$ cat src/rtl/core/assert_macros.svh
// Assertion macros used by the top level of the cascaded PI controller.
`ifndef ASSERT_MACROS_SVH
`define ASSERT_MACROS_SVH

// Property must hold at every rising clock edge outside reset.
`define ASSERT_CLK(label, clk, rstn, prop) \
  label: assert property (@(posedge clk) disable iff (!rstn) (prop)) \
    else $error("assertion failed");

// Condition must never be seen at a rising clock edge outside reset.
`define ASSERT_NEVER(label, clk, rstn, cond) \
  `ASSERT_CLK(label, clk, rstn, !(cond))

`endif

$ cat src/rtl/core/cscpi_pkg.sv
// Package of the cascaded PI controller: constants, command types and helpers.
package cscpi_pkg;

  // Fixed point format
  localparam int FracBits = 16;
  localparam logic signed [31:0] One = 32'sd1 <<< FracBits;

  // Field and datapath widths
  localparam int CodeW     = 12;
  localparam int DataW     = 32;
  localparam int DutyW     = 28;
  localparam int IrefW     = 20;
  localparam int AmpsW     = 21;
  localparam int FiltW     = 21;
  localparam int VoltsW    = 25;
  localparam int RpmW      = 31;
  localparam int ErrIW     = 22;
  localparam int AccW      = 2 * DataW - FracBits + 2;
  localparam int CfgIdxW   = 3;
  localparam int InTdataW  = 40;
  localparam int OutTdataW = 152;

  // Scaling constants in Q32.32, brought down to FracBits fraction bits
  localparam logic [63:0] Q32IGain = 64'd27019092;
  localparam logic [63:0] Q32IOffs = 64'd56107376798;
  localparam logic [63:0] Q32VGain = 64'd432643222;
  localparam logic [63:0] Q32FIn   = 64'd44495861;
  localparam logic [63:0] Q32FFb   = 64'd4206061472;
  localparam logic [63:0] Q32Rpm   = 64'd31997506355;

  localparam logic signed [31:0] KIGain = 32'(Q32IGain >> (32 - FracBits));
  localparam logic signed [31:0] KIOffs = 32'(Q32IOffs >> (32 - FracBits));
  localparam logic signed [31:0] KVGain = 32'(Q32VGain >> (32 - FracBits));
  localparam logic signed [31:0] KFIn   = 32'(Q32FIn >> (32 - FracBits));
  localparam logic signed [31:0] KFFb   = 32'(Q32FFb >> (32 - FracBits));
  localparam logic signed [31:0] KRpm   = 32'(Q32Rpm >> (32 - FracBits));
  localparam logic signed [31:0] KVOffs = 32'sd212 * One;

  // Output limits
  localparam logic signed [31:0] IrefMax = 32'sd5 * One;
  localparam logic signed [31:0] DutyMin = One;
  localparam logic signed [31:0] DutyMax = 32'sd4000 * One;

  // Configuration register indexes
  localparam logic [CfgIdxW-1:0] CfgSpeedTarget  = 3'd0;
  localparam logic [CfgIdxW-1:0] CfgSpeedGainNow = 3'd1;
  localparam logic [CfgIdxW-1:0] CfgSpeedGainPrv = 3'd2;
  localparam logic [CfgIdxW-1:0] CfgSpeedGainOut = 3'd3;
  localparam logic [CfgIdxW-1:0] CfgCurGainNow   = 3'd4;
  localparam logic [CfgIdxW-1:0] CfgCurGainPrv   = 3'd5;
  localparam logic [CfgIdxW-1:0] CfgCurGainOut   = 3'd6;

  // Operand pair fed to the shared multiplier
  typedef enum logic [3:0] {
    MUL_NONE,
    MUL_AMPS,
    MUL_VOLTS,
    MUL_RPM,
    MUL_F_NOW,
    MUL_F_PREV,
    MUL_F_FB,
    MUL_S_NOW,
    MUL_S_PREV,
    MUL_S_OUT,
    MUL_C_NOW,
    MUL_C_PREV,
    MUL_C_OUT
  } mul_sel_e;

  // Accumulator action on the registered, shifted product
  typedef enum logic [1:0] {
    ACC_HOLD,
    ACC_LOAD,
    ACC_ADD
  } acc_op_e;

  // Working register written back this cycle
  typedef enum logic [2:0] {
    WR_NONE,
    WR_AMPS,
    WR_VOLTS,
    WR_RPM,
    WR_FILT,
    WR_IREF,
    WR_DUTY
  } wr_sel_e;

  // Command word from the sequencer to the datapath
  typedef struct packed {
    logic     capture;
    mul_sel_e mul_sel;
    acc_op_e  acc_op;
    wr_sel_e  wr_sel;
  } dp_cmd_t;

  // Reset value of a gain register given in Q16.16, floored and saturated
  function automatic logic signed [31:0] cfg_reset(input logic signed [63:0] v);
    logic signed [63:0] t;
    t = (v <<< FracBits) >>> 16;
    if (t > 64'sd2147483647) begin
      return 32'sh7fffffff;
    end else if (t < -64'sd2147483648) begin
      return 32'sh80000000;
    end
    return t[31:0];
  endfunction

endpackage

$ cat src/rtl/core/cascaded_speed_current_pi.sv
// Cascaded speed and current PI controller, top level.
// One beat in per control tick: raw current and voltage ADC codes and an
// encoder count. One beat out: duty, current reference, scaled current,
// filtered current, bus volts and rpm, all Q16.16. A beat is taken in the idle
// state, then the sequencer runs 14 steps before it is idle again and takes the
// next; the pace is set by the single shared 32x32 multiplier, which forms the
// twelve products of a tick one per cycle. The next beat is taken while a
// finished result still waits on the output; a tick then holds in its last
// step until that result is taken. Registers are to be written through the
// plain write port only while no tick is in progress; the block does not enforce it.
`include "assert_macros.svh"

module cascaded_speed_current_pi
  import cscpi_pkg::*;
(
  input  logic                 clk_i,
  input  logic                 rst_ni,
  // [11:0] current_code, [23:12] voltage_code, [35:24] speed_count, rest zero
  input  logic [InTdataW-1:0]  s_axis_tdata,
  input  logic                 s_axis_tvalid,
  output logic                 s_axis_tready,
  // [27:0] duty_value, [47:28] current_reference, [68:48] current_amps,
  // [89:69] current_filtered, [114:90] bus_volts, [145:115] speed_rpm, rest zero
  output logic [OutTdataW-1:0] m_axis_tdata,
  output logic                 m_axis_tvalid,
  input  logic                 m_axis_tready,
  input  logic                 cfg_we_i,
  input  logic [CfgIdxW-1:0]   cfg_idx_i,
  input  logic [DataW-1:0]     cfg_wdata_i
);

  dp_cmd_t                  cmd;
  logic [DutyW-1:0]         duty_value;
  logic signed [IrefW-1:0]  current_reference;
  logic signed [AmpsW-1:0]  current_amps;
  logic signed [FiltW-1:0]  current_filtered;
  logic signed [VoltsW-1:0] bus_volts;
  logic [RpmW-1:0]          speed_rpm;

  cscpi_ctrl u_ctrl (
    .clk_i       (clk_i),
    .rst_ni      (rst_ni),
    .in_valid_i  (s_axis_tvalid),
    .in_ready_o  (s_axis_tready),
    .out_valid_o (m_axis_tvalid),
    .out_ready_i (m_axis_tready),
    .cmd_o       (cmd)
  );

  cscpi_dp u_dp (
    .clk_i               (clk_i),
    .rst_ni              (rst_ni),
    .cmd_i               (cmd),
    .current_code_i      (s_axis_tdata[11:0]),
    .voltage_code_i      (s_axis_tdata[23:12]),
    .speed_count_i       (s_axis_tdata[35:24]),
    .cfg_we_i            (cfg_we_i),
    .cfg_idx_i           (cfg_idx_i),
    .cfg_wdata_i         (cfg_wdata_i),
    .duty_value_o        (duty_value),
    .current_reference_o (current_reference),
    .current_amps_o      (current_amps),
    .current_filtered_o  (current_filtered),
    .bus_volts_o         (bus_volts),
    .speed_rpm_o         (speed_rpm)
  );

  // Output beat packing
  assign m_axis_tdata = {6'd0, speed_rpm, bus_volts, current_filtered, current_amps,
                         current_reference, duty_value};

  // Sequencer goes busy once a beat is taken
  `ASSERT_CLK(a_busy_after_accept, clk_i, rst_ni, s_axis_tvalid && s_axis_tready |=> !s_axis_tready)
  // A result never appears in the cycle right after an acceptance
  `ASSERT_CLK(a_no_instant_result, clk_i, rst_ni, $rose(m_axis_tvalid) |-> !$past(s_axis_tvalid && s_axis_tready))
  // Duty lies inside its clamp window
  `ASSERT_NEVER(a_duty_range, clk_i, rst_ni, m_axis_tvalid && ((m_axis_tdata[27:0] < DutyMin[27:0]) || (m_axis_tdata[27:0] > DutyMax[27:0])))
  // Current reference lies inside plus or minus five amps
  `ASSERT_NEVER(a_iref_range, clk_i, rst_ni, m_axis_tvalid && (($signed(m_axis_tdata[47:28]) > IrefMax) || ($signed(m_axis_tdata[47:28]) < -IrefMax)))

endmodule

$ cat src/rtl/core/cscpi_dp.sv
// Datapath of the cascaded PI controller: registers, shared multiplier, accumulator.
module cscpi_dp
  import cscpi_pkg::*;
(
  input  logic                     clk_i,
  input  logic                     rst_ni,
  input  dp_cmd_t                  cmd_i,
  input  logic [CodeW-1:0]         current_code_i,
  input  logic [CodeW-1:0]         voltage_code_i,
  input  logic [CodeW-1:0]         speed_count_i,
  input  logic                     cfg_we_i,
  input  logic [CfgIdxW-1:0]       cfg_idx_i,
  input  logic [DataW-1:0]         cfg_wdata_i,
  output logic [DutyW-1:0]         duty_value_o,
  output logic signed [IrefW-1:0]  current_reference_o,
  output logic signed [AmpsW-1:0]  current_amps_o,
  output logic signed [FiltW-1:0]  current_filtered_o,
  output logic signed [VoltsW-1:0] bus_volts_o,
  output logic [RpmW-1:0]          speed_rpm_o
);

  localparam logic signed [AccW-1:0] AccIrefHi = AccW'(IrefMax);
  localparam logic signed [AccW-1:0] AccIrefLo = -AccW'(IrefMax);
  localparam logic signed [AccW-1:0] AccDutyHi = AccW'(DutyMax);
  localparam logic signed [AccW-1:0] AccDutyLo = AccW'(DutyMin);
  localparam logic signed [AccW-1:0] AccS32Max = AccW'(32'sh7fffffff);
  localparam logic signed [AccW-1:0] AccS32Min = AccW'(32'sh80000000);
  localparam logic signed [32:0]     S33Max    = 33'sd2147483647;
  localparam logic signed [32:0]     S33Min    = -33'sd2147483648;

  // Configuration registers
  logic signed [DataW-1:0] speed_target_q, sg_now_q, sg_prev_q, sg_out_q;
  logic signed [DataW-1:0] cg_now_q, cg_prev_q, cg_out_q;

  // Captured input beat
  logic [CodeW-1:0] icode_q, vcode_q, count_q;

  // Working registers of one tick
  logic signed [AmpsW-1:0]  amps_q;
  logic signed [VoltsW-1:0] volts_q;
  logic [RpmW-1:0]          rpm_q;
  logic signed [DataW-1:0]  err_s_q;
  logic signed [DataW-1:0]  filt_q;
  logic signed [IrefW-1:0]  iref_q;
  logic signed [ErrIW-1:0]  err_i_q;
  logic signed [63:0]       prod_q;
  logic signed [AccW-1:0]   acc_q;

  // Controller history, kept between ticks
  logic signed [DataW-1:0]  last_se_q;
  logic signed [IrefW-1:0]  last_iref_q;
  logic signed [ErrIW-1:0]  last_ce_q;
  logic [DutyW-1:0]         last_duty_q;
  logic signed [AmpsW-1:0]  last_sample_q;
  logic signed [DataW-1:0]  last_filt_q;

  // Result registers
  logic [DutyW-1:0]         duty_out_q;
  logic signed [IrefW-1:0]  iref_out_q;
  logic signed [AmpsW-1:0]  amps_out_q;
  logic signed [FiltW-1:0]  filt_out_q;
  logic signed [VoltsW-1:0] volts_out_q;
  logic [RpmW-1:0]          rpm_out_q;

  logic signed [DataW-1:0]  op_a, op_b;
  logic signed [63:0]       prod_d;
  logic signed [63:0]       prod_sh;
  logic signed [63:0]       amps_full, volts_full;
  logic signed [32:0]       err_s_full;
  logic signed [DataW-1:0]  err_s_d;
  logic signed [DataW-1:0]  filt_d;
  logic signed [IrefW-1:0]  iref_d;
  logic signed [ErrIW-1:0]  err_i_d;
  logic [DutyW-1:0]         duty_d;
  logic signed [AccW-1:0]   acc_d;

  // Configuration writes; unknown indexes fall through
  always_ff @(posedge clk_i or negedge rst_ni) begin
    if (!rst_ni) begin
      speed_target_q <= cfg_reset(64'sd5242880);
      sg_now_q       <= cfg_reset(64'sd17092);
      sg_prev_q      <= cfg_reset(-64'sd16961);
      sg_out_q       <= cfg_reset(64'sd65536);
      cg_now_q       <= cfg_reset(64'sd12514722);
      cg_prev_q      <= cfg_reset(-64'sd12486469);
      cg_out_q       <= cfg_reset(64'sd65536);
    end else if (cfg_we_i) begin
      case (cfg_idx_i)
        CfgSpeedTarget:  speed_target_q <= cfg_wdata_i;
        CfgSpeedGainNow: sg_now_q       <= cfg_wdata_i;
        CfgSpeedGainPrv: sg_prev_q      <= cfg_wdata_i;
        CfgSpeedGainOut: sg_out_q       <= cfg_wdata_i;
        CfgCurGainNow:   cg_now_q       <= cfg_wdata_i;
        CfgCurGainPrv:   cg_prev_q      <= cfg_wdata_i;
        CfgCurGainOut:   cg_out_q       <= cfg_wdata_i;
        default: ;
      endcase
    end
  end

  // Operand selection for the shared multiplier
  always_comb begin
    op_a = '0;
    op_b = '0;
    case (cmd_i.mul_sel)
      MUL_AMPS: begin
        op_a = {{(DataW-CodeW){1'b0}}, icode_q};
        op_b = KIGain;
      end
      MUL_VOLTS: begin
        op_a = {{(DataW-CodeW){1'b0}}, vcode_q};
        op_b = KVGain;
      end
      MUL_RPM: begin
        op_a = {{(DataW-CodeW){1'b0}}, count_q};
        op_b = KRpm;
      end
      MUL_F_NOW: begin
        op_a = KFIn;
        op_b = DataW'(amps_q);
      end
      MUL_F_PREV: begin
        op_a = KFIn;
        op_b = DataW'(last_sample_q);
      end
      MUL_F_FB: begin
        op_a = KFFb;
        op_b = last_filt_q;
      end
      MUL_S_NOW: begin
        op_a = err_s_q;
        op_b = sg_now_q;
      end
      MUL_S_PREV: begin
        op_a = last_se_q;
        op_b = sg_prev_q;
      end
      MUL_S_OUT: begin
        op_a = DataW'(last_iref_q);
        op_b = sg_out_q;
      end
      MUL_C_NOW: begin
        op_a = DataW'(err_i_q);
        op_b = cg_now_q;
      end
      MUL_C_PREV: begin
        op_a = DataW'(last_ce_q);
        op_b = cg_prev_q;
      end
      MUL_C_OUT: begin
        op_a = {{(DataW-DutyW){1'b0}}, last_duty_q};
        op_b = cg_out_q;
      end
      default: ;
    endcase
  end

  assign prod_d  = op_a * op_b;
  assign prod_sh = prod_q >>> FracBits;

  // Accumulator over floored products
  always_comb begin
    acc_d = acc_q;
    case (cmd_i.acc_op)
      ACC_LOAD: acc_d = prod_sh[AccW-1:0];
      ACC_ADD:  acc_d = acc_q + prod_sh[AccW-1:0];
      default:  acc_d = acc_q;
    endcase
  end

  // Scaled measurements straight from the raw product
  assign amps_full  = prod_q - 64'(KIOffs);
  assign volts_full = prod_q - 64'(KVOffs);
  assign err_s_full = 33'(speed_target_q) - $signed({2'b00, prod_q[RpmW-1:0]});

  always_comb begin
    if (err_s_full > S33Max) begin
      err_s_d = 32'sh7fffffff;
    end else if (err_s_full < S33Min) begin
      err_s_d = 32'sh80000000;
    end else begin
      err_s_d = err_s_full[DataW-1:0];
    end
  end

  // Filter saturation and PI output clamps on the accumulated sum
  always_comb begin
    if (acc_q > AccS32Max) begin
      filt_d = 32'sh7fffffff;
    end else if (acc_q < AccS32Min) begin
      filt_d = 32'sh80000000;
    end else begin
      filt_d = acc_q[DataW-1:0];
    end
    if (acc_q > AccIrefHi) begin
      iref_d = AccIrefHi[IrefW-1:0];
    end else if (acc_q < AccIrefLo) begin
      iref_d = AccIrefLo[IrefW-1:0];
    end else begin
      iref_d = acc_q[IrefW-1:0];
    end
    if (acc_q > AccDutyHi) begin
      duty_d = AccDutyHi[DutyW-1:0];
    end else if (acc_q < AccDutyLo) begin
      duty_d = AccDutyLo[DutyW-1:0];
    end else begin
      duty_d = acc_q[DutyW-1:0];
    end
  end

  assign err_i_d = ErrIW'(iref_d) - ErrIW'(amps_q);

  // Working registers and result registers
  always_ff @(posedge clk_i) begin
    prod_q <= prod_d;
    acc_q  <= acc_d;
    if (cmd_i.capture) begin
      icode_q <= current_code_i;
      vcode_q <= voltage_code_i;
      count_q <= speed_count_i;
    end
    case (cmd_i.wr_sel)
      WR_AMPS:  amps_q  <= amps_full[AmpsW-1:0];
      WR_VOLTS: volts_q <= volts_full[VoltsW-1:0];
      WR_RPM: begin
        rpm_q   <= prod_q[RpmW-1:0];
        err_s_q <= err_s_d;
      end
      WR_FILT:  filt_q  <= filt_d;
      WR_IREF: begin
        iref_q  <= iref_d;
        err_i_q <= err_i_d;
      end
      WR_DUTY: begin
        duty_out_q  <= duty_d;
        iref_out_q  <= iref_q;
        amps_out_q  <= amps_q;
        filt_out_q  <= filt_q[FiltW-1:0];
        volts_out_q <= volts_q;
        rpm_out_q   <= rpm_q;
      end
      default: ;
    endcase
  end

  // History of the two PI stages and the filter
  always_ff @(posedge clk_i or negedge rst_ni) begin
    if (!rst_ni) begin
      last_se_q     <= '0;
      last_iref_q   <= '0;
      last_ce_q     <= '0;
      last_duty_q   <= '0;
      last_sample_q <= '0;
      last_filt_q   <= '0;
    end else if (cmd_i.wr_sel == WR_DUTY) begin
      last_se_q     <= err_s_q;
      last_iref_q   <= iref_q;
      last_ce_q     <= err_i_q;
      last_duty_q   <= duty_d;
      last_sample_q <= amps_q;
      last_filt_q   <= filt_q;
    end
  end

  assign duty_value_o        = duty_out_q;
  assign current_reference_o = iref_out_q;
  assign current_amps_o      = amps_out_q;
  assign current_filtered_o  = filt_out_q;
  assign bus_volts_o         = volts_out_q;
  assign speed_rpm_o         = rpm_out_q;

endmodule

$ cat src/rtl/core/cscpi_ctrl.sv
// Sequencer of the cascaded PI controller: one multiply per cycle, then result hand-off.
module cscpi_ctrl
  import cscpi_pkg::*;
(
  input  logic    clk_i,
  input  logic    rst_ni,
  input  logic    in_valid_i,
  output logic    in_ready_o,
  output logic    out_valid_o,
  input  logic    out_ready_i,
  output dp_cmd_t cmd_o
);

  typedef enum logic [3:0] {
    ST_IDLE,
    ST_AMPS,
    ST_VOLTS,
    ST_RPM,
    ST_F_NOW,
    ST_F_PREV,
    ST_F_FB,
    ST_S_NOW,
    ST_S_PREV,
    ST_S_OUT,
    ST_C_PREV,
    ST_C_OUT,
    ST_C_NOW,
    ST_C_ADD,
    ST_FINISH
  } state_e;

  state_e state_q, state_d;
  logic   out_valid_q;
  logic   slot_free;

  assign in_ready_o  = (state_q == ST_IDLE);
  assign out_valid_o = out_valid_q;
  assign slot_free   = !out_valid_q || out_ready_i;

  // Command decode and next state; each step from ST_AMPS to ST_C_NOW issues one product,
  // and each step after ST_AMPS up to ST_C_ADD retires the one issued in the step before
  always_comb begin
    cmd_o   = '{capture: 1'b0, mul_sel: MUL_NONE, acc_op: ACC_HOLD, wr_sel: WR_NONE};
    state_d = state_q;
    case (state_q)
      ST_IDLE: begin
        if (in_valid_i) begin
          cmd_o.capture = 1'b1;
          state_d       = ST_AMPS;
        end
      end
      ST_AMPS: begin
        cmd_o.mul_sel = MUL_AMPS;
        state_d       = ST_VOLTS;
      end
      ST_VOLTS: begin
        cmd_o.mul_sel = MUL_VOLTS;
        cmd_o.wr_sel  = WR_AMPS;
        state_d       = ST_RPM;
      end
      ST_RPM: begin
        cmd_o.mul_sel = MUL_RPM;
        cmd_o.wr_sel  = WR_VOLTS;
        state_d       = ST_F_NOW;
      end
      ST_F_NOW: begin
        cmd_o.mul_sel = MUL_F_NOW;
        cmd_o.wr_sel  = WR_RPM;
        state_d       = ST_F_PREV;
      end
      ST_F_PREV: begin
        cmd_o.mul_sel = MUL_F_PREV;
        cmd_o.acc_op  = ACC_LOAD;
        state_d       = ST_F_FB;
      end
      ST_F_FB: begin
        cmd_o.mul_sel = MUL_F_FB;
        cmd_o.acc_op  = ACC_ADD;
        state_d       = ST_S_NOW;
      end
      ST_S_NOW: begin
        cmd_o.mul_sel = MUL_S_NOW;
        cmd_o.acc_op  = ACC_ADD;
        state_d       = ST_S_PREV;
      end
      ST_S_PREV: begin
        cmd_o.mul_sel = MUL_S_PREV;
        cmd_o.acc_op  = ACC_LOAD;
        cmd_o.wr_sel  = WR_FILT;
        state_d       = ST_S_OUT;
      end
      ST_S_OUT: begin
        cmd_o.mul_sel = MUL_S_OUT;
        cmd_o.acc_op  = ACC_ADD;
        state_d       = ST_C_PREV;
      end
      ST_C_PREV: begin
        cmd_o.mul_sel = MUL_C_PREV;
        cmd_o.acc_op  = ACC_ADD;
        state_d       = ST_C_OUT;
      end
      ST_C_OUT: begin
        cmd_o.mul_sel = MUL_C_OUT;
        cmd_o.acc_op  = ACC_LOAD;
        cmd_o.wr_sel  = WR_IREF;
        state_d       = ST_C_NOW;
      end
      ST_C_NOW: begin
        cmd_o.mul_sel = MUL_C_NOW;
        cmd_o.acc_op  = ACC_ADD;
        state_d       = ST_C_ADD;
      end
      ST_C_ADD: begin
        cmd_o.acc_op = ACC_ADD;
        state_d      = ST_FINISH;
      end
      ST_FINISH: begin
        // wait here until the result register is free
        if (slot_free) begin
          cmd_o.wr_sel = WR_DUTY;
          state_d      = ST_IDLE;
        end
      end
      default: state_d = ST_IDLE;
    endcase
  end

  // State and output valid
  always_ff @(posedge clk_i or negedge rst_ni) begin
    if (!rst_ni) begin
      state_q     <= ST_IDLE;
      out_valid_q <= 1'b0;
    end else begin
      state_q <= state_d;
      if (state_q == ST_FINISH && slot_free) begin
        out_valid_q <= 1'b1;
      end else if (out_ready_i) begin
        out_valid_q <= 1'b0;
      end
    end
  end

endmodule

$ cat config.mk
export PLATFORM = sky130hd
export DESIGN_NAME = cascaded_speed_current_pi
export DESIGN_NICKNAME = d
export VERILOG_FILES = /design/src/rtl/core/cscpi_pkg.sv /design/src/rtl/core/cascaded_speed_current_pi.sv /design/src/rtl/core/cscpi_dp.sv /design/src/rtl/core/cscpi_ctrl.sv
export VERILOG_INCLUDE_DIRS = /design/src /design/src/rtl/core
export SDC_FILE = /design/constraint.sdc
export NUM_CORES = 2
export LEC_CHECK = 0
export BUFFER_PORTS_ARGS = -buffer_cell sky130_fd_sc_hd__buf_2
export CORE_MARGIN = 2
export CORE_UTILIZATION = 48
export DETAILED_ROUTE_END_ITERATION = 16
export HOLD_SLACK_MARGIN = 0.15
export MAX_ROUTING_LAYER = met4
export PLACE_DENSITY = 0.63
export SLEW_MARGIN = 10
export SYNTH_ARGS = -nofsm -noshare
export SYNTH_HDL_FRONTEND = slang
export SYNTH_HIERARCHICAL = 1
export SYNTH_SLANG_ARGS = --single-unit
$ cat constraint.sdc
create_clock -name clk_i -period 13.9 [get_ports clk_i]
set_input_delay 2.78 -clock clk_i [delete_from_list [all_inputs] [get_ports clk_i]]
set_output_delay 2.78 -clock clk_i [all_outputs]
set_load 0.005 [all_outputs]
==> results by group <==
Run status
  – Status: finished, final reports clean

Clock network
  – Hold buffers post-CTS: 0
  – CTS root buffer: clkbuf_16
  – CTS Sinks: 863
  – Clock Path Buffers: 3
  – # Post-CTS Setup Buffers: 0
  – CTS buffer count: 81
  – H-Tree Level Count: 3
  – PostCTS Resize Cnt: 0
  – CTS tree: yes
  – Clock latency at the later pin of the worst-skew pair: 0.70 ns
  – Clock slew at reported path FFs: 0.07 ns

Cells and area
  – Finished Core Util: 53.02%
  – Leading cell type in the layout, fill and taps excluded: inv_1
  – Synth-to-layout area growth: 9.449%
  – Share of cells above drive strength 1: 13.20%
  – Fin nets: 8728
  – Regs by FF count: u_dp/prod_q (64), u_dp/acc_q (50)
  – Most frequent cells in the layout: inv_1 (1174), fa_1 (1085), nand2_1 (1084), nor2_1 (599), edfxtp_1 (415)
  – Register with the most flip-flops: u_dp/prod_q
  – Max reg flops: 64

Global routing
  – Initial antenna violation count: 15
  – GRT overflow: 0
  – Vias in the first global route: 55670
  – Tot GR Track Use: 31.82%
  – First-pass GRT wire length: 358700 microns
  – Largest net degree at the start of global routing: 161

STA
  – Setup_tns: 0 ns
  – Max Slew Vio Count: 0
  – Clk_skew: 0.06362 ns
  – Tcrit/Tclk final: 90.09%
  – Max_slew headroom: 9.775%
  – Final setup slack of the worst path: 1.378 ns
  – Endpoints failing setup: 0
  – Fmax: 79.86 MHz
  – Slew @ Worst Pin: 1.349 ns
  – RSZ-0062 raised after global routing: false
  – Final period demand of the worst path: 12.52 ns
  – Final hold viol count: 0
  – Hold_ws: 0.4161 ns

Yosys
  – Synth unique cells: 99
  – Mapped Avg Cell Area: 10.34 sq um
  – Seq/Total Area, Yosys: 31.75%
  – YS warnings: 6
  – Main flop type after synthesis: edfxtp_1
  – Synth Instances: 7143
  – Post-synth EDFFs: 415
  – FF+latch count, synth: 863
  – Post-Syn Area: 0.07384 sq mm
  – Fraction of registers with async set/reset: 44.50%

Detailed routing
  – First drt pass iteration count: 7
  – Routed wl met2: 113000 microns
  – Routed length per instance: 25.46 microns
  – Detailed-route via count: 53770
  – Post-Route WL: 238900 microns
  – Drc violations: 0
  – 1st-iter DRT viols: 5148
  – M1 WL: 92360 microns
  – ANT nets after route: 0
  – Max layer used: met4
  – Vias per std cell: 5.729
  – Met3 routed WL: 18820 microns

Worst setup path
  – Family with the most delay on the worst path: adder cells
  – Worst Path Max Fanout: 24
  – Worst Setup Path Type: register to register
  – Crit-path most repeated cell: fa_1
  – Slowest-stage cell, CP: nor2_4
  – CP endpoint kind: register
  – Critical path required time: 14.43 ns
  – Delay of the slowest critical-path stage: 0.79 ns
  – Nature of the critical path startpoint: register
  – Critical path arrival: 13.05 ns
  – WP buf/inv: 7

Placed design
  – Count of input and output buffers: 223
  – DP Wirelength: 183100 microns
  – GP Congestion: 0.9977
  – Placement Setup Slack: 1.670 ns

Floorplanning
  – Die area: 0.1570 sq mm
  – Core area: 0.1524 sq mm
  – Die Ht: 396.2 microns
  – # rows: 143
  – Die extent in x: 396.2 microns
  – Initial core utilization: 48.44%
  – IO Pins: 234

Flow run
  – Max Cap Violations: 0

Min path
  – Hold Crit Class: register to register
[per-stage QoR]
step	cell area, sq um	cells
floorplan	73860	7148
global placement	77820	9221
CTS	80790	9373
detailed placement	77820	9221
global route	80820	9383
finish	80820	9386
[synthesized netlist by cell type, types with 25 or more instances]
| cell type | count | area, sq um |
|---|---|---|
| a21o_1 | 89 | 668.1 |
| a21oi_1 | 182 | 910.9 |
| a222oi_1 | 25 | 250.2 |
| a22o_1 | 26 | 227.7 |
| a22oi_1 | 104 | 780.8 |
| a31oi_1 | 25 | 156.4 |
| and2_1 | 66 | 412.9 |
| and3_1 | 27 | 168.9 |
| clkbuf_1 | 294 | 1104 |
| dfrtp_1 | 311 | 7782 |
| dfstp_2 | 73 | 1918 |
| dfxtp_1 | 64 | 1281 |
| edfxtp_1 | 415 | 12460 |
| fa_1 | 1085 | 21720 |
| ha_1 | 289 | 3616 |
| inv_1 | 1175 | 4410 |
| mux2_2 | 274 | 3085 |
| nand2_1 | 1085 | 4073 |
| nand2b_1 | 48 | 300.3 |
| nand3_1 | 63 | 315.3 |
| nand4_1 | 51 | 319.1 |
| nor2_1 | 606 | 2275 |
| nor2b_1 | 32 | 200.2 |
| nor3_1 | 44 | 220.2 |
| o21a_1 | 28 | 210.2 |
| o21ai_0 | 118 | 590.6 |
| xnor2_1 | 127 | 1112 |
| xor2_1 | 49 | 429.2 |
[layer usage]
| layer | vias to the layer above | GRT usage, % |
|---|---|---|
| met4 | 0 | 15.35 |
| met5 | - | - |
| met1 | 27790 | 40.30 |
| met3 | 520 | 5.347 |
| met2 | 2434 | 49.92 |
| li1 | 23040 | - |
[final timing paths]
path	startpoint	end	slack [ns]	cells past startpoint
setup / recovery	u_ctrl/state_q[0]$_DFFE_PN0P_	u_dp/prod_q[60]$_DFF_P_	1.38	35
hold / removal	u_dp/volts_q[18]$_DFFE_PN_	u_dp/bus_volts_o[18]$_DFFE_PN_	0.42	0
setup reg to reg	u_ctrl/state_q[0]$_DFFE_PN0P_	u_dp/prod_q[60]$_DFF_P_	1.38	35
hold reg to reg	u_dp/volts_q[18]$_DFFE_PN_	u_dp/bus_volts_o[18]$_DFFE_PN_	0.42	0
max in group asynchronous	rst_ni	u_dp/sg_now_q[29]$_DFFE_PN0P_	10.28	2
min in group asynchronous	rst_ni	u_dp/last_duty_q[18]$_DFFE_PN0N_	2.11	1
[cells by family (layout without fill, tap and decap cells)]
logic type                 after synthesis  count (layout)  share of synthesized area (%)
buffers and inverters                 1526            1721                          7.857
AOI/OAI and AO/OA                      804             804                          7.542
DFF                                    863             863                          31.75
adders and majority gates             1374            1374                          34.31
and+or+nand+nor                       2123            2123                          12.25
muxes                                  276             276                          4.205
other                                    1              19                       0.005078
xor gates and xnor gates               176             176                          2.087
[cell type report]
cell class                      count  area [sq um]
Fill cell                       13590         71620
Multi-Input combinational cell   4759         44960
Sequential cell                   863         23440
Inverter                         1177          4425
Tap cell                         2030          2540
Timing Repair Buffer              392          2457
Clock buffer                      100          2170
Clock inverter                     52         795.8
Antenna cell                       13         32.53
Power is left out: the tool's default activity adds up to more than one toggle a clock period on the data nets, which glitch-free logic cannot reach.
